### config.mk
export PLATFORM = sky130hd
export DESIGN_NAME = sha256_word_list_match
export DESIGN_NICKNAME = d
export VERILOG_FILES = /design/src/design/swlm_pkg.sv /design/src/design/swlm_front.sv /design/src/design/swlm_fifo.sv /design/src/design/swlm_engine.sv /design/src/design/sha256_word_list_match.sv
export SDC_FILE = /design/constraint.sdc
export NUM_CORES = 2
export LEC_CHECK = 0
export BUFFER_PORTS_ARGS = -buffer_cell sky130_fd_sc_hd__clkbuf_2
export CORE_MARGIN = 4
export CORE_UTILIZATION = 24
export CTS_BUF_LIST = sky130_fd_sc_hd__clkbuf_16
export CTS_CLUSTER_DIAMETER = 120
export CTS_CLUSTER_SIZE = 10
export DETAILED_ROUTE_END_ITERATION = 10
export GPL_TIMING_DRIVEN = 0
export PLACE_DENSITY = 0.44
export SETUP_SLACK_MARGIN = 0.2
export SKIP_CTS_REPAIR_TIMING = 1
export SYNTH_ARGS = -nofsm -noshare
export SYNTH_HDL_FRONTEND = slang
export SYNTH_HIERARCHICAL = 1
export SYNTH_SLANG_ARGS = --single-unit
### constraint.sdc
create_clock -name aclk -period 10.01 [get_ports aclk]
set_input_delay 1.001 -clock aclk [delete_from_list [all_inputs] [get_ports aclk]]
set_output_delay 1.001 -clock aclk [all_outputs]
set_load 0.02 [all_outputs]
### src/design/swlm_pkg.sv
// Shared types, constants and SHA-256 helper functions for the word matcher.
package swlm_pkg;

    // Kind of work the back end is asked to do
    typedef enum logic [1:0] {
        OP_BYTE   = 2'd0,
        OP_FINISH = 2'd1
    } op_t;

    // One queued command from the front end to the hash engine
    typedef struct packed {
        op_t        op;
        logic [7:0] data;
        logic [7:0] hlen;
    } cmd_t;

    typedef logic [31:0] word_t;

    localparam word_t INIT_HASH [8] = '{
        32'h6a09e667, 32'hbb67ae85, 32'h3c6ef372, 32'ha54ff53a,
        32'h510e527f, 32'h9b05688c, 32'h1f83d9ab, 32'h5be0cd19
    };

    localparam word_t RK [64] = '{
        32'h428a2f98,32'h71374491,32'hb5c0fbcf,32'he9b5dba5,32'h3956c25b,32'h59f111f1,
        32'h923f82a4,32'hab1c5ed5,32'hd807aa98,32'h12835b01,32'h243185be,32'h550c7dc3,
        32'h72be5d74,32'h80deb1fe,32'h9bdc06a7,32'hc19bf174,32'he49b69c1,32'hefbe4786,
        32'h0fc19dc6,32'h240ca1cc,32'h2de92c6f,32'h4a7484aa,32'h5cb0a9dc,32'h76f988da,
        32'h983e5152,32'ha831c66d,32'hb00327c8,32'hbf597fc7,32'hc6e00bf3,32'hd5a79147,
        32'h06ca6351,32'h14292967,32'h27b70a85,32'h2e1b2138,32'h4d2c6dfc,32'h53380d13,
        32'h650a7354,32'h766a0abb,32'h81c2c92e,32'h92722c85,32'ha2bfe8a1,32'ha81a664b,
        32'hc24b8b70,32'hc76c51a3,32'hd192e819,32'hd6990624,32'hf40e3585,32'h106aa070,
        32'h19a4c116,32'h1e376c08,32'h2748774c,32'h34b0bcb5,32'h391c0cb3,32'h4ed8aa4a,
        32'h5b9cca4f,32'h682e6ff3,32'h748f82ee,32'h78a5636f,32'h84c87814,32'h8cc70208,
        32'h90befffa,32'ha4506ceb,32'hbef9a3f7,32'hc67178f2
    };

    function automatic word_t rotr(input word_t x, input int unsigned n);
        rotr = (x >> n) | (x << (32 - n));
    endfunction

endpackage

### src/design/swlm_front.sv
// Front end: classifies incoming items into hash commands, tracks word length.
module swlm_front #(
    parameter int unsigned MAX_WORD = 255
) (
    input  logic                aclk,
    input  logic                aresetn,
    input  logic                in_valid,
    output logic                in_ready,
    input  logic [7:0]          in_data,
    input  logic                in_bvalid,
    input  logic                in_last,
    output logic                cmd_valid,
    input  logic                cmd_ready,
    output swlm_pkg::cmd_t      cmd
);
    // A single item can produce up to three commands: finish, byte, finish
    typedef enum logic [3:0] {
        ST_IDLE  = 4'b0001,
        ST_BYTE  = 4'b0010,
        ST_FIN   = 4'b0100,
        ST_CUT   = 4'b1000
    } fst_t;

    fst_t       st_reg, st_next;
    logic [7:0] bytes_reg, bytes_next;
    logic [7:0] hlen_reg, hlen_next;
    logic       zero_reg, zero_next;
    logic [7:0] data_reg, data_next;
    logic       hash_reg, hash_next;
    logic       last_reg, last_next;

    assign in_ready = (st_reg == ST_IDLE);

    always_comb begin
        st_next    = st_reg;
        bytes_next = bytes_reg;
        hlen_next  = hlen_reg;
        zero_next  = zero_reg;
        data_next  = data_reg;
        hash_next  = hash_reg;
        last_next  = last_reg;
        cmd_valid  = 1'b0;
        cmd        = '{op: swlm_pkg::OP_BYTE, data: data_reg, hlen: hlen_reg};
        unique case (st_reg)
            ST_IDLE: begin
                if (in_valid) begin
                    data_next = in_data;
                    last_next = in_last;
                    if (in_bvalid) begin
                        // Overflow closes the held word first
                        if (bytes_reg >= 8'(MAX_WORD)) begin
                            st_next = ST_CUT;
                        end else begin
                            hash_next = !zero_reg && (in_data != 8'd0);
                            st_next   = ST_BYTE;
                        end
                    end else if (in_last) begin
                        st_next = ST_FIN;
                    end
                end
            end
            ST_CUT: begin
                // Close the held word, then start the next one with the held byte
                cmd_valid = 1'b1;
                cmd.op    = swlm_pkg::OP_FINISH;
                cmd.hlen  = hlen_reg;
                if (cmd_ready) begin
                    bytes_next = 8'd0;
                    hlen_next  = 8'd0;
                    zero_next  = 1'b0;
                    hash_next  = (data_reg != 8'd0);
                    st_next    = ST_BYTE;
                end
            end
            ST_BYTE: begin
                if (hash_reg) begin
                    cmd_valid = 1'b1;
                    cmd.op    = swlm_pkg::OP_BYTE;
                end
                if (!hash_reg || cmd_ready) begin
                    bytes_next = bytes_reg + 8'd1;
                    if (hash_reg) hlen_next = hlen_reg + 8'd1;
                    else if (data_reg == 8'd0) zero_next = 1'b1;
                    st_next = last_reg ? ST_FIN : ST_IDLE;
                end
            end
            ST_FIN: begin
                cmd_valid = 1'b1;
                cmd.op    = swlm_pkg::OP_FINISH;
                cmd.hlen  = hlen_reg;
                if (cmd_ready) begin
                    bytes_next = 8'd0;
                    hlen_next  = 8'd0;
                    zero_next  = 1'b0;
                    st_next    = ST_IDLE;
                end
            end
            default: st_next = ST_IDLE;
        endcase
    end

    // Hold word tracking state
    always_ff @(posedge aclk) begin
        if (!aresetn) begin
            st_reg    <= ST_IDLE;
            bytes_reg <= 8'd0;
            hlen_reg  <= 8'd0;
            zero_reg  <= 1'b0;
        end else begin
            st_reg    <= st_next;
            bytes_reg <= bytes_next;
            hlen_reg  <= hlen_next;
            zero_reg  <= zero_next;
        end
        data_reg <= data_next;
        hash_reg <= hash_next;
        last_reg <= last_next;
    end
endmodule

### src/design/swlm_fifo.sv
// Short command queue between front end and hash engine.
module swlm_fifo (
    input  logic           aclk,
    input  logic           aresetn,
    input  logic           wr_valid,
    output logic           wr_ready,
    input  swlm_pkg::cmd_t wr_cmd,
    output logic           rd_valid,
    input  logic           rd_ready,
    output swlm_pkg::cmd_t rd_cmd
);
    swlm_pkg::cmd_t mem_reg [4];
    logic [1:0] wp_reg, rp_reg;
    logic [2:0] cnt_reg;
    logic push, pop;

    assign wr_ready = (cnt_reg != 3'd4);
    assign rd_valid = (cnt_reg != 3'd0);
    assign rd_cmd   = mem_reg[rp_reg];
    assign push     = wr_valid && wr_ready;
    assign pop      = rd_valid && rd_ready;

    // Advance pointers and count
    always_ff @(posedge aclk) begin
        if (!aresetn) begin
            wp_reg  <= 2'd0;
            rp_reg  <= 2'd0;
            cnt_reg <= 3'd0;
        end else begin
            if (push) wp_reg <= wp_reg + 2'd1;
            if (pop)  rp_reg <= rp_reg + 2'd1;
            cnt_reg <= cnt_reg + {2'd0, push} - {2'd0, pop};
        end
        if (push) mem_reg[wp_reg] <= wr_cmd;
    end
endmodule

### src/design/swlm_engine.sv
// Hash engine: block packing, padding, 64-round compression, digest compare.
module swlm_engine (
    input  logic           aclk,
    input  logic           aresetn,
    input  logic           cmd_valid,
    output logic           cmd_ready,
    input  swlm_pkg::cmd_t cmd,
    input  logic [255:0]   target,
    output logic           res_valid,
    input  logic           res_ready,
    output logic [40:0]    res_data
);
    typedef enum logic [4:0] {
        E_IDLE = 5'b00001,
        E_COMP = 5'b00010,
        E_PAD  = 5'b00100,
        E_ADD  = 5'b01000,
        E_OUT  = 5'b10000
    } est_t;

    est_t  st_reg;
    swlm_pkg::word_t h_reg [8];
    swlm_pkg::word_t v_reg [8];
    swlm_pkg::word_t w_reg [16];
    logic [5:0] fill_reg;
    logic [5:0] rnd_reg;
    logic       fin_reg;    // compression belongs to word finish
    logic       padlen_reg; // length bytes still to place after padding
    logic [7:0] hlen_reg;
    logic [31:0] wnum_reg;
    logic        oval_reg;
    logic [40:0] odata_reg;

    swlm_pkg::word_t s0, s1, wnew, e1, ch, t1, a0, mj;
    logic [255:0] dig;

    // Message schedule and round function on the window
    always_comb begin
        s0 = swlm_pkg::rotr(w_reg[1], 7) ^ swlm_pkg::rotr(w_reg[1], 18) ^ (w_reg[1] >> 3);
        s1 = swlm_pkg::rotr(w_reg[14], 17) ^ swlm_pkg::rotr(w_reg[14], 19) ^ (w_reg[14] >> 10);
        wnew = w_reg[0] + s0 + w_reg[9] + s1;
        e1 = swlm_pkg::rotr(v_reg[4], 6) ^ swlm_pkg::rotr(v_reg[4], 11)
           ^ swlm_pkg::rotr(v_reg[4], 25);
        ch = (v_reg[4] & v_reg[5]) ^ (~v_reg[4] & v_reg[6]);
        t1 = v_reg[7] + e1 + ch + swlm_pkg::RK[rnd_reg] + w_reg[0];
        a0 = swlm_pkg::rotr(v_reg[0], 2) ^ swlm_pkg::rotr(v_reg[0], 13)
           ^ swlm_pkg::rotr(v_reg[0], 22);
        mj = (v_reg[0] & v_reg[1]) ^ (v_reg[0] & v_reg[2]) ^ (v_reg[1] & v_reg[2]);
        for (int i = 0; i < 8; i++) dig[255 - 32*i -: 32] = h_reg[i];
    end

    assign cmd_ready = (st_reg == E_IDLE);
    assign res_valid = oval_reg;
    assign res_data  = odata_reg;

    // Place a byte or the finish marker into the block, pad, compress when full and emit the result
    always_ff @(posedge aclk) begin
        if (!aresetn) begin
            st_reg   <= E_IDLE;
            fill_reg <= 6'd0;
            oval_reg <= 1'b0;
            wnum_reg <= 32'd0;
            for (int i = 0; i < 8; i++) h_reg[i] <= swlm_pkg::INIT_HASH[i];
        end else begin
            if (oval_reg && res_ready) oval_reg <= 1'b0;
            unique case (st_reg)
                E_IDLE: begin
                    if (cmd_valid) begin
                        fin_reg <= (cmd.op == swlm_pkg::OP_FINISH);
                        hlen_reg <= cmd.hlen;
                        if (cmd.op == swlm_pkg::OP_FINISH) begin
                            w_reg[fill_reg[5:2]][31 - 8*fill_reg[1:0] -: 8] <= 8'h80;
                            if (fill_reg[1:0] == 2'd0)
                                w_reg[fill_reg[5:2]][23:0] <= 24'd0;
                            fill_reg <= fill_reg + 6'd1;
                            padlen_reg <= 1'b1;
                            // Marker filled the block: compress it before padding
                            if (fill_reg == 6'd63) begin
                                for (int i = 0; i < 8; i++) v_reg[i] <= h_reg[i];
                                rnd_reg <= 6'd0;
                                st_reg <= E_COMP;
                            end else begin
                                st_reg <= E_PAD;
                            end
                        end else begin
                            if (fill_reg[1:0] == 2'd0)
                                w_reg[fill_reg[5:2]][23:0] <= 24'd0;
                            w_reg[fill_reg[5:2]][31 - 8*fill_reg[1:0] -: 8] <= cmd.data;
                            fill_reg <= fill_reg + 6'd1;
                            if (fill_reg == 6'd63) begin
                                for (int i = 0; i < 8; i++) v_reg[i] <= h_reg[i];
                                rnd_reg <= 6'd0;
                                st_reg <= E_COMP;
                            end
                        end
                    end
                end
                E_PAD: begin
                    // Zero the rest of a word, then whole words, then place the bit length
                    if (fill_reg[1:0] != 2'd0) begin
                        fill_reg <= {fill_reg[5:2] + 4'd1, 2'd0};
                        if (fill_reg[5:2] == 4'd15) begin
                            for (int i = 0; i < 8; i++) v_reg[i] <= h_reg[i];
                            rnd_reg <= 6'd0;
                            st_reg <= E_COMP;
                        end
                    end else if (padlen_reg && fill_reg == 6'd56) begin
                        w_reg[14] <= 32'd0;
                        w_reg[15] <= {21'd0, hlen_reg, 3'd0};
                        padlen_reg <= 1'b0;
                        fill_reg <= 6'd0;
                        for (int i = 0; i < 8; i++) v_reg[i] <= h_reg[i];
                        rnd_reg <= 6'd0;
                        st_reg <= E_COMP;
                    end else begin
                        w_reg[fill_reg[5:2]] <= 32'd0;
                        fill_reg <= fill_reg + 6'd4;
                        if (fill_reg == 6'd60) begin
                            for (int i = 0; i < 8; i++) v_reg[i] <= h_reg[i];
                            rnd_reg <= 6'd0;
                            st_reg <= E_COMP;
                        end
                    end
                end
                E_COMP: begin
                    for (int i = 0; i < 15; i++) w_reg[i] <= w_reg[i+1];
                    w_reg[15] <= wnew;
                    v_reg[7] <= v_reg[6]; v_reg[6] <= v_reg[5]; v_reg[5] <= v_reg[4];
                    v_reg[4] <= v_reg[3] + t1;
                    v_reg[3] <= v_reg[2]; v_reg[2] <= v_reg[1]; v_reg[1] <= v_reg[0];
                    v_reg[0] <= t1 + a0 + mj;
                    rnd_reg <= rnd_reg + 6'd1;
                    if (rnd_reg == 6'd63) st_reg <= E_ADD;
                end
                E_ADD: begin
                    for (int i = 0; i < 8; i++) h_reg[i] <= h_reg[i] + v_reg[i];
                    fill_reg <= 6'd0;
                    if (fin_reg && padlen_reg) st_reg <= E_PAD;
                    else if (fin_reg) st_reg <= E_OUT;
                    else st_reg <= E_IDLE;
                end
                E_OUT: begin
                    if (!oval_reg) begin
                        oval_reg <= 1'b1;
                        odata_reg <= {hlen_reg, wnum_reg, dig == target};
                        if (wnum_reg != 32'hFFFFFFFF) wnum_reg <= wnum_reg + 32'd1;
                        for (int i = 0; i < 8; i++) h_reg[i] <= swlm_pkg::INIT_HASH[i];
                        st_reg <= E_IDLE;
                    end
                end
                default: st_reg <= E_IDLE;
            endcase
        end
    end
endmodule

### src/design/sha256_word_list_match.sv
// Top level: a word of bytes in, one item per word end with SHA-256 match result out.
// The front end takes a new input item only once it has issued the commands for the
// last one (closing an overlong word first), queueing one command per hashed byte;
// the engine packs each byte into the block, and every 64 hashed bytes run one 64-round
// compression on the single round unit. Each word end adds one or two padding
// compressions. A result waits in an output register while the next items are queued.
// Target digest is written through cfg_wr_en/cfg_index/cfg_data, registers 0..3
// holding digest bytes 0..7 .. 24..31.
module sha256_word_list_match #(
    parameter int unsigned MAX_WORD = 255
) (
    input  logic        aclk,
    input  logic        aresetn,
    input  logic        s_tvalid,
    output logic        s_tready,
    input  logic [7:0]  s_tdata,   // [7:0] data_byte
    input  logic        s_tuser,   // byte_valid
    input  logic        s_tlast,   // end_of_word
    output logic        m_tvalid,
    input  logic        m_tready,
    output logic [39:0] m_tdata,   // [31:0] word_number, [39:32] hashed_length
    output logic        m_tuser,   // match_found
    input  logic        cfg_wr_en,
    input  logic [1:0]  cfg_index,
    input  logic [63:0] cfg_data
);
    logic [63:0] tgt_reg [4];
    logic [255:0] target;
    logic fv, fr, ev, er;
    swlm_pkg::cmd_t fc, ec;
    logic [40:0] res;

    // Hold target registers
    always_ff @(posedge aclk) begin
        if (!aresetn) begin
            for (int i = 0; i < 4; i++) tgt_reg[i] <= 64'd0;
        end else if (cfg_wr_en) begin
            tgt_reg[cfg_index] <= cfg_data;
        end
    end
    assign target = {tgt_reg[0], tgt_reg[1], tgt_reg[2], tgt_reg[3]};

    swlm_front #(.MAX_WORD(MAX_WORD)) u_front (
        .aclk(aclk), .aresetn(aresetn),
        .in_valid(s_tvalid), .in_ready(s_tready), .in_data(s_tdata),
        .in_bvalid(s_tuser), .in_last(s_tlast),
        .cmd_valid(fv), .cmd_ready(fr), .cmd(fc)
    );
    swlm_fifo u_fifo (
        .aclk(aclk), .aresetn(aresetn),
        .wr_valid(fv), .wr_ready(fr), .wr_cmd(fc),
        .rd_valid(ev), .rd_ready(er), .rd_cmd(ec)
    );
    swlm_engine u_engine (
        .aclk(aclk), .aresetn(aresetn),
        .cmd_valid(ev), .cmd_ready(er), .cmd(ec), .target(target),
        .res_valid(m_tvalid), .res_ready(m_tready), .res_data(res)
    );
    assign m_tuser = res[0];
    assign m_tdata = res[40:1];
endmodule

# Word level (Yosys, flattened, before mapping)
# Memories as Yosys holds them, arrays and structs flattened. A register that Yosys moved wholly into a read port is not among the register bits.
# Cells that the tools add are included.
[word_totals]
ff_bits = 139
ram_bits = 1348
mem_bits_ro = 2048
output_inout_bits = 43
memories = 6
[mem_list]
columns = ["memory", "words", "width", "rd", "rd_ports_with_merged_regs", "wr", "line", "text"]
rows = [
  ["(no name shown)", 64, 32, 1, 0, 0, "swlm_engine.sv:45", "t1 = v_reg[7] + e1 + ch + swlm_pkg::RK[rnd_reg] + w_reg[0];"],
  ["u_engine.w_reg", 16, 32, 16, 0, 16, "swlm_engine.sv:24", "swlm_pkg::word_t w_reg [16];"],
  ["tgt_reg", 4, 64, 4, 0, 4, "sha256_word_list_match.sv:27", "logic [63:0] tgt_reg [4];"],
  ["u_engine.h_reg", 8, 32, 8, 0, 8, "swlm_engine.sv:22", "swlm_pkg::word_t h_reg [8];"],
  ["u_engine.v_reg", 8, 32, 8, 0, 8, "swlm_engine.sv:23", "swlm_pkg::word_t v_reg [8];"],
  ["u_fifo.mem_reg", 4, 17, 1, 1, 1, "swlm_fifo.sv:12", "swlm_pkg::cmd_t mem_reg [4];"],
]
[op_classes]
add_sub_neg = 31
n_lt_le_gt_ge = 2
eq_ne = 39
n_shift = 3
mux = 309
bitwise = 199
reduce_logical = 36
[op_table]
columns = ["operator", "count"]
rows = [
  ["2-to-1 mux 32 bit", 64],
  ["adder 32 bit", 18],
  ["XOR 32 bit", 9],
  ["equality test 256 bit", 1],
  ["2-to-1 mux 1 bit", 197],
  ["bitwise OR 1 bit", 170],
  ["AND 32 bit", 5],
  ["2-to-1 mux 64 bit", 1],
  ["OR reduction 64 bit", 1],
  ["2-to-1 mux 5 bit", 11],
  ["2-to-1 mux 6 bit", 9],
  ["variable shift 8 x 34 -> 39 bit (first input constant)", 1],
  ["indexed part select 8 x 34 -> 39 bit", 1],
  ["indexed part select 8 x 34 -> 39 bit (first input constant)", 1],
  ["one-hot mux 6 bit (3 select lines)", 2],
  ["negation 32 -> 34 bit", 1],
  ["adder 32 x 1 -> 32 bit (second input constant)", 1],
  ["2-to-1 mux 4 bit", 8],
  ["2-to-1 mux 8 bit", 4],
  ["inequality test 32 bit (second input constant)", 1],
  ["inverter 32 bit", 1],
  ["bitwise OR 10 x 32 -> 32 bit", 1],
  ["bitwise OR 13 x 32 -> 32 bit", 1],
  ["bitwise OR 14 x 32 -> 32 bit", 1],
  ["other kinds (58)", 109],
]

# Longest topological paths before layout
[depth]
depth_word = 12
depth_mapped = 39
depth_no_buf = 37

# Hierarchy
# The synthesis kept the hierarchy.
[modules_own_cells]
columns = ["module", "n_inst", "cells_per_inst", "area_per_inst_um2", "seq_area_each_um2"]
rows = [
  ["swlm_engine", 1, 7419, 74340.0, 32060.7],
  ["sha256_word_list_match", 1, 562, 9648.0, 7687.4],
  ["swlm_fifo", 1, 142, 3111.7, 2342.2],
  ["swlm_front", 1, 179, 1626.6, 720.7],
]

# Least setup slack after synthesis
# Ideal clock, no wire load.
[synth_path]
kind = "reg-to-reg"
from = "register u_engine.rnd_reg[1]"
to = "memory u_engine/v_reg[0][25] (netlist bit) (data pin)"
setup_time_ns = 0.266
arrival_time_ns = 7.885
required_time_ns = 9.744
setup_slack_ns = 1.859
stages_incl_launch_ff = 39
path_buffers = 3
period_less_slack_ns = 8.151
path_cell_list = "edfxtp_1 clkbuf_1 inv_1 ha_1 clkbuf_1 inv_1 nor2_1 nor3_1 o21ai_0 o21ai_0 nor2_1 a21oi_1 fa_1 fa_1 inv_1 ha_1 a21o_1 a21oi_1 [... 3 more ...] o21bai_1 a21o_1 xor2_1 inv_1 fa_1 inv_1 ha_1 clkbuf_1 a21o_1 a21o_1 a221o_1 a21o_1 a41o_1 a21bo_1 a21o_1 a21oi_1 xor2_1 o21ai_1"
[synth_lines]
columns = ["element", "line", "text"]
rows = [
  ["start: declaration", "swlm_engine.sv:26", "logic [5:0] rnd_reg;"],
  ["start signal: assignment", "swlm_engine.sv:132", "rnd_reg <= rnd_reg + 6'd1;"],
  ["end: declaration", "swlm_engine.sv:23", ""],
]

==> summary.txt <==
Timing
  – Fin crit period: 9.544 ns
  – Actual slew at the worst max-slew pin: ~1.6 ns
  – Final Worst Setup Slack: 0.4658 ns
  – TNS Setup: 0 ns
  – Max frequency: 104.8 MHz
  – Post-route clock period utilization: 0.9535
  – RSZ-0062 raised after global routing: no
  – Worst hold slack: 0.3451 ns
  – Count of final setup violators: 0
  – Clock Skew: roughly 0.11 ns
  – Slew headroom: -0.04487
  – Hold Violations, Final: 0
  – Pins Over Slew Limit: 11

Yosys
  – Syn Nets: 8986
  – Complex-gate fraction of the synthesized area: 0.1601
  – Synth cell types: 110
  – Synth Instances: 8302
  – Largest family of logic cells by synthesized area: compound AO/OA/AOI/OAI gates
  – Synth Area in XOR/XNOR: 0.07938
  – Mean area per synthesized cell: about 11 um2
  – Synth Flop Type: edfxtp_1
  – Post-synth EDFFs: 1291
  – Yosys warning count: 6
  – Proportion of synthesized area in mux cells: 0.01306
  – Sequential area share after synthesis: 0.4825
  – Synth Cell Area: 88730 um2
  – Post-Synth Adder-Cell Area: 0.1020
  – Synth Area in Simple Gates: 0.1254
  – Post-synthesis register bit count: between 1k and 1.5k
  – Async S/R FF share, synth: 0

Layout
  – Non-Filler Instances: ~14k
  – Design area: 101700 um2
  – Layout cells sized above 1: 0.07312
  – Max reg flops: slightly above 500
  – Filler cells: 38.68k
  – Sequential cell area: 42810 um2
  – NumNets Final: around 9.4k
  – P&R area growth vs syn: 14.62%
  – Util after Layout: 0.2759
  – Multi-input logic area: ~43000 um2

Global route
  – Wire length of the first global-routing pass: 564.9 mm
  – Vias in the first global route: 67.78k
  – Remaining Overflow, GRT: 0
  – Initial antenna violation count: 48
  – Global router's overall resource usage: 0.2118
  – Largest net degree at the start of global routing: 66

Hold path
  – Hold WC Path Type: in -> reg
  – Min-Delay Startpoint: s_tdata[6]

Setup path
  – Cell mode on critical path: inv_1
  – Crit. Startpoint: u_engine/rnd_reg[0]$_SDFFCE_PP0P_
  – Reg2reg start: u_engine/rnd_reg[0]$_SDFFCE_PP0P_
  – Reg2Reg Setup Slack: 0.47 ns
  – Critical path class: reg -> reg
  – Critical Path RT: between 10 and 15 ns
  – Setup crit end kind: register
  – Worst reg2reg path endpoint: u_engine/v_reg[0][31]$_DFFE_PP_
  – CP arrival: 10.12 ns
  – Crit-path max cell delay: roughly 0.86 ns
  – Reg2reg path depth: 37
  – Slowest cell on crit path: xnor2_1
  – CP endpoint: u_engine/v_reg[0][31]$_DFFE_PP_
  – Worst-path fanout max: 10
  – Critical Path Start Type: register

Clock tree
  – Clock buffer count from CTS: about 180
  – Skew-Pair Late Insertion Delay: slightly below 0.9 ns
  – Sink Count: roughly 1.5k
  – Clock Tree Root: clkbuf_16
  – H-tree level count: 4
  – CTS clk-pin slew, worst paths: 0.06 ns
  – CTS tree: built
  – Clock tree buffer depth: 4

Place
  – Port buffer count: 121
  – DP Area: 96440 um2
  – GPL Wtd Cong: 0.9812
  – Hpwl dp: 334.2 mm
  – Cells after DPL: ~13k
  – DP Worst Slack: -2.730 ns

Floorplanning
  – DIE AREA: 379500 um2
  – I/O pin count: 124
  – Rows: between 200 and 250
  – Die outline width: around 620 um
  – Die height: 616.0 um
  – Initial Util: 0.2407
  – Core Box Area: 368600 um2

Outcome
  – Failing checks: capacitance limit, slew limit
  – Outcome: finished, violations left

Routing
  – Detailed-route vias per instance: around 5.2
  – Wire per inst: 30.57 um
  – Starting DRT DRC Count: 8164
  – Final WL: 418.7 mm
  – # DRC: 0
  – Via Count: 70.73k
  – Router iterations before antenna repair: 5
  – Routed Antenna Nets: 0

Pwr
  – Max rail drop VDD: roughly 0.55 mV
  – Static Leak: 41.60 nW
  – PD cells: 311.5 nW/um2
  – Tot Pwr: 31.68 mW

Flow run
  – Max Cap Viol: 1
-- final cells by class --
cell class / instances / share of cell area
multi-input cells: 5992 / 0.4229
flip-flops and latches: 1493 / 0.4210
well taps: 4950 / 0.06090
clock buffers: 175 / 0.04306
plain buffers: 435 / 0.01924
repair buffers: 191 / 0.01510
inverters: 382 / 0.01422
clock inverters: 71 / 0.003347
diodes: 9 / 0.0002215
-- cells in the mapped netlist, types with 12 or more instances --
master	instances	area, um2
nor4_1	66	412.9
inv_1	374	1404
nand3b_1	12	90.09
o21ai_0	342	1712
o31a_1	12	105.1
and3_1	110	688.2
a21oi_1	420	2102
xor2_1	339	2969
clkbuf_1	313	1175
fa_1	196	3924
nand4_1	58	362.9
nand2_1	1029	3862
a211oi_1	52	390.4
nand3_1	148	740.7
a22oi_1	17	127.6
o21a_1	43	322.8
o21bai_1	57	427.9
o2bb2ai_1	13	113.9
mux2_2	24	270.3
a221o_1	12	120.1
edfxtp_1	1291	38770
buf_6	20	225.2
o211ai_1	63	473.0
nor3_1	106	530.5
a211o_1	14	122.6
xnor2_1	462	4046
ha_1	407	5092
nor2b_1	45	281.5
a31oi_1	43	269.0
a221oi_1	14	122.6
nand2b_1	71	444.2
o21ai_1	153	765.7
o31ai_1	31	232.7
a21o_1	698	5240
a311oi_1	16	140.1
nor2_1	356	1336
or3_1	30	187.7
o22ai_1	21	131.4
nor3b_1	19	142.6
buf_1	36	135.1
mux4_2	19	427.9
dfxtp_1	202	4044
buf_2	58	290.3
and2_1	252	1577
mux2i_1	25	250.2
-- cell usage in the layout, fill, tap and decap left out, drive strengths merged, types with 58 or more instances in the layout --
master,Yosys,routed
a21o,698,698
a21oi,423,423
and2,252,252
and3,110,110
buf,122,188
clkbuf,313,613
dfxtp,202,202
edfxtp,1291,1291
fa,196,196
ha,407,407
inv,379,448
nand2,1029,1029
nand2b,72,72
nand3,148,148
nand4,58,58
nor2,356,356
nor3,110,110
nor4,66,66
o211ai,64,64
o21ai,495,495
o21bai,58,58
xnor2,463,463
xor2,339,339
-- power breakdown --
group | internal, mW | leakage, nW | total [mW] | switching, mW
clock network | 3.12 | 2.54 | 5.79 | 2.67
registers | 7.24 | 13.3 | 7.58 | 0.345
logic | 6.06 | 25.7 | 18.3 | 12.2
total | 16.4 | 41.6 | 31.7 | 15.3
-- layer usage --
metal / global-route usage / up-vias / share of wire
li1: - / 30480 / -
met1: 0.2856 / 36190 / 0.43
met2: 0.3280 / 3369 / 0.44
met3: 0.04309 / 684 / 0.084
met4: 0.09169 / 12 / 0.052
met5: 0 / - / 0.00020
-- cells by family after synthesis --
| group | after synthesis |
|---|---|
| muxes | 76 |
| DFF | 1493 |
| xor gates and xnor gates | 802 |
| and+or+nand+nor | 2354 |
| buffers and inverters | 817 |
| other | 1 |
| AOI/OAI and AO/OA | 2153 |
| adders and majority gates | 606 |
-- worst max-delay path, delay by kind of cell, from the launching register on --
| family | cells | cell delay, ns |
|---|---|---|
| buffers and inverters | 11 | 1.55 |
| AO/OA/AOI/OAI | 11 | 2.26 |
| XOR/XNOR | 3 | 1.18 |
| AND/OR/NAND/NOR | 6 | 1.02 |
| flip-flops | 1 | 0.53 |
| adder cells (fa/ha/maj) | 6 | 2.77 |
-- worst min path at each step --
stage / endpoint / slack [ns] / cells past startpoint
after floorplan: u_engine/res_data[36]$_DFFE_PP_ / 0.43 / 0
after global placement: u_engine/res_data[32]$_DFFE_PP_ / 0.46 / 0
after detailed placement: u_engine/res_data[20]$_DFFE_PP_ / 0.47 / 0
after CTS: u_front/data_reg[6]$_DFFE_PP_ / 0.27 / 1
after global routing: u_front/data_reg[6]$_DFFE_PP_ / 0.30 / 1
final: u_front/data_reg[6]$_DFFE_PP_ / 0.35 / 1
Note: power is estimated with default switching activity, not from simulation.
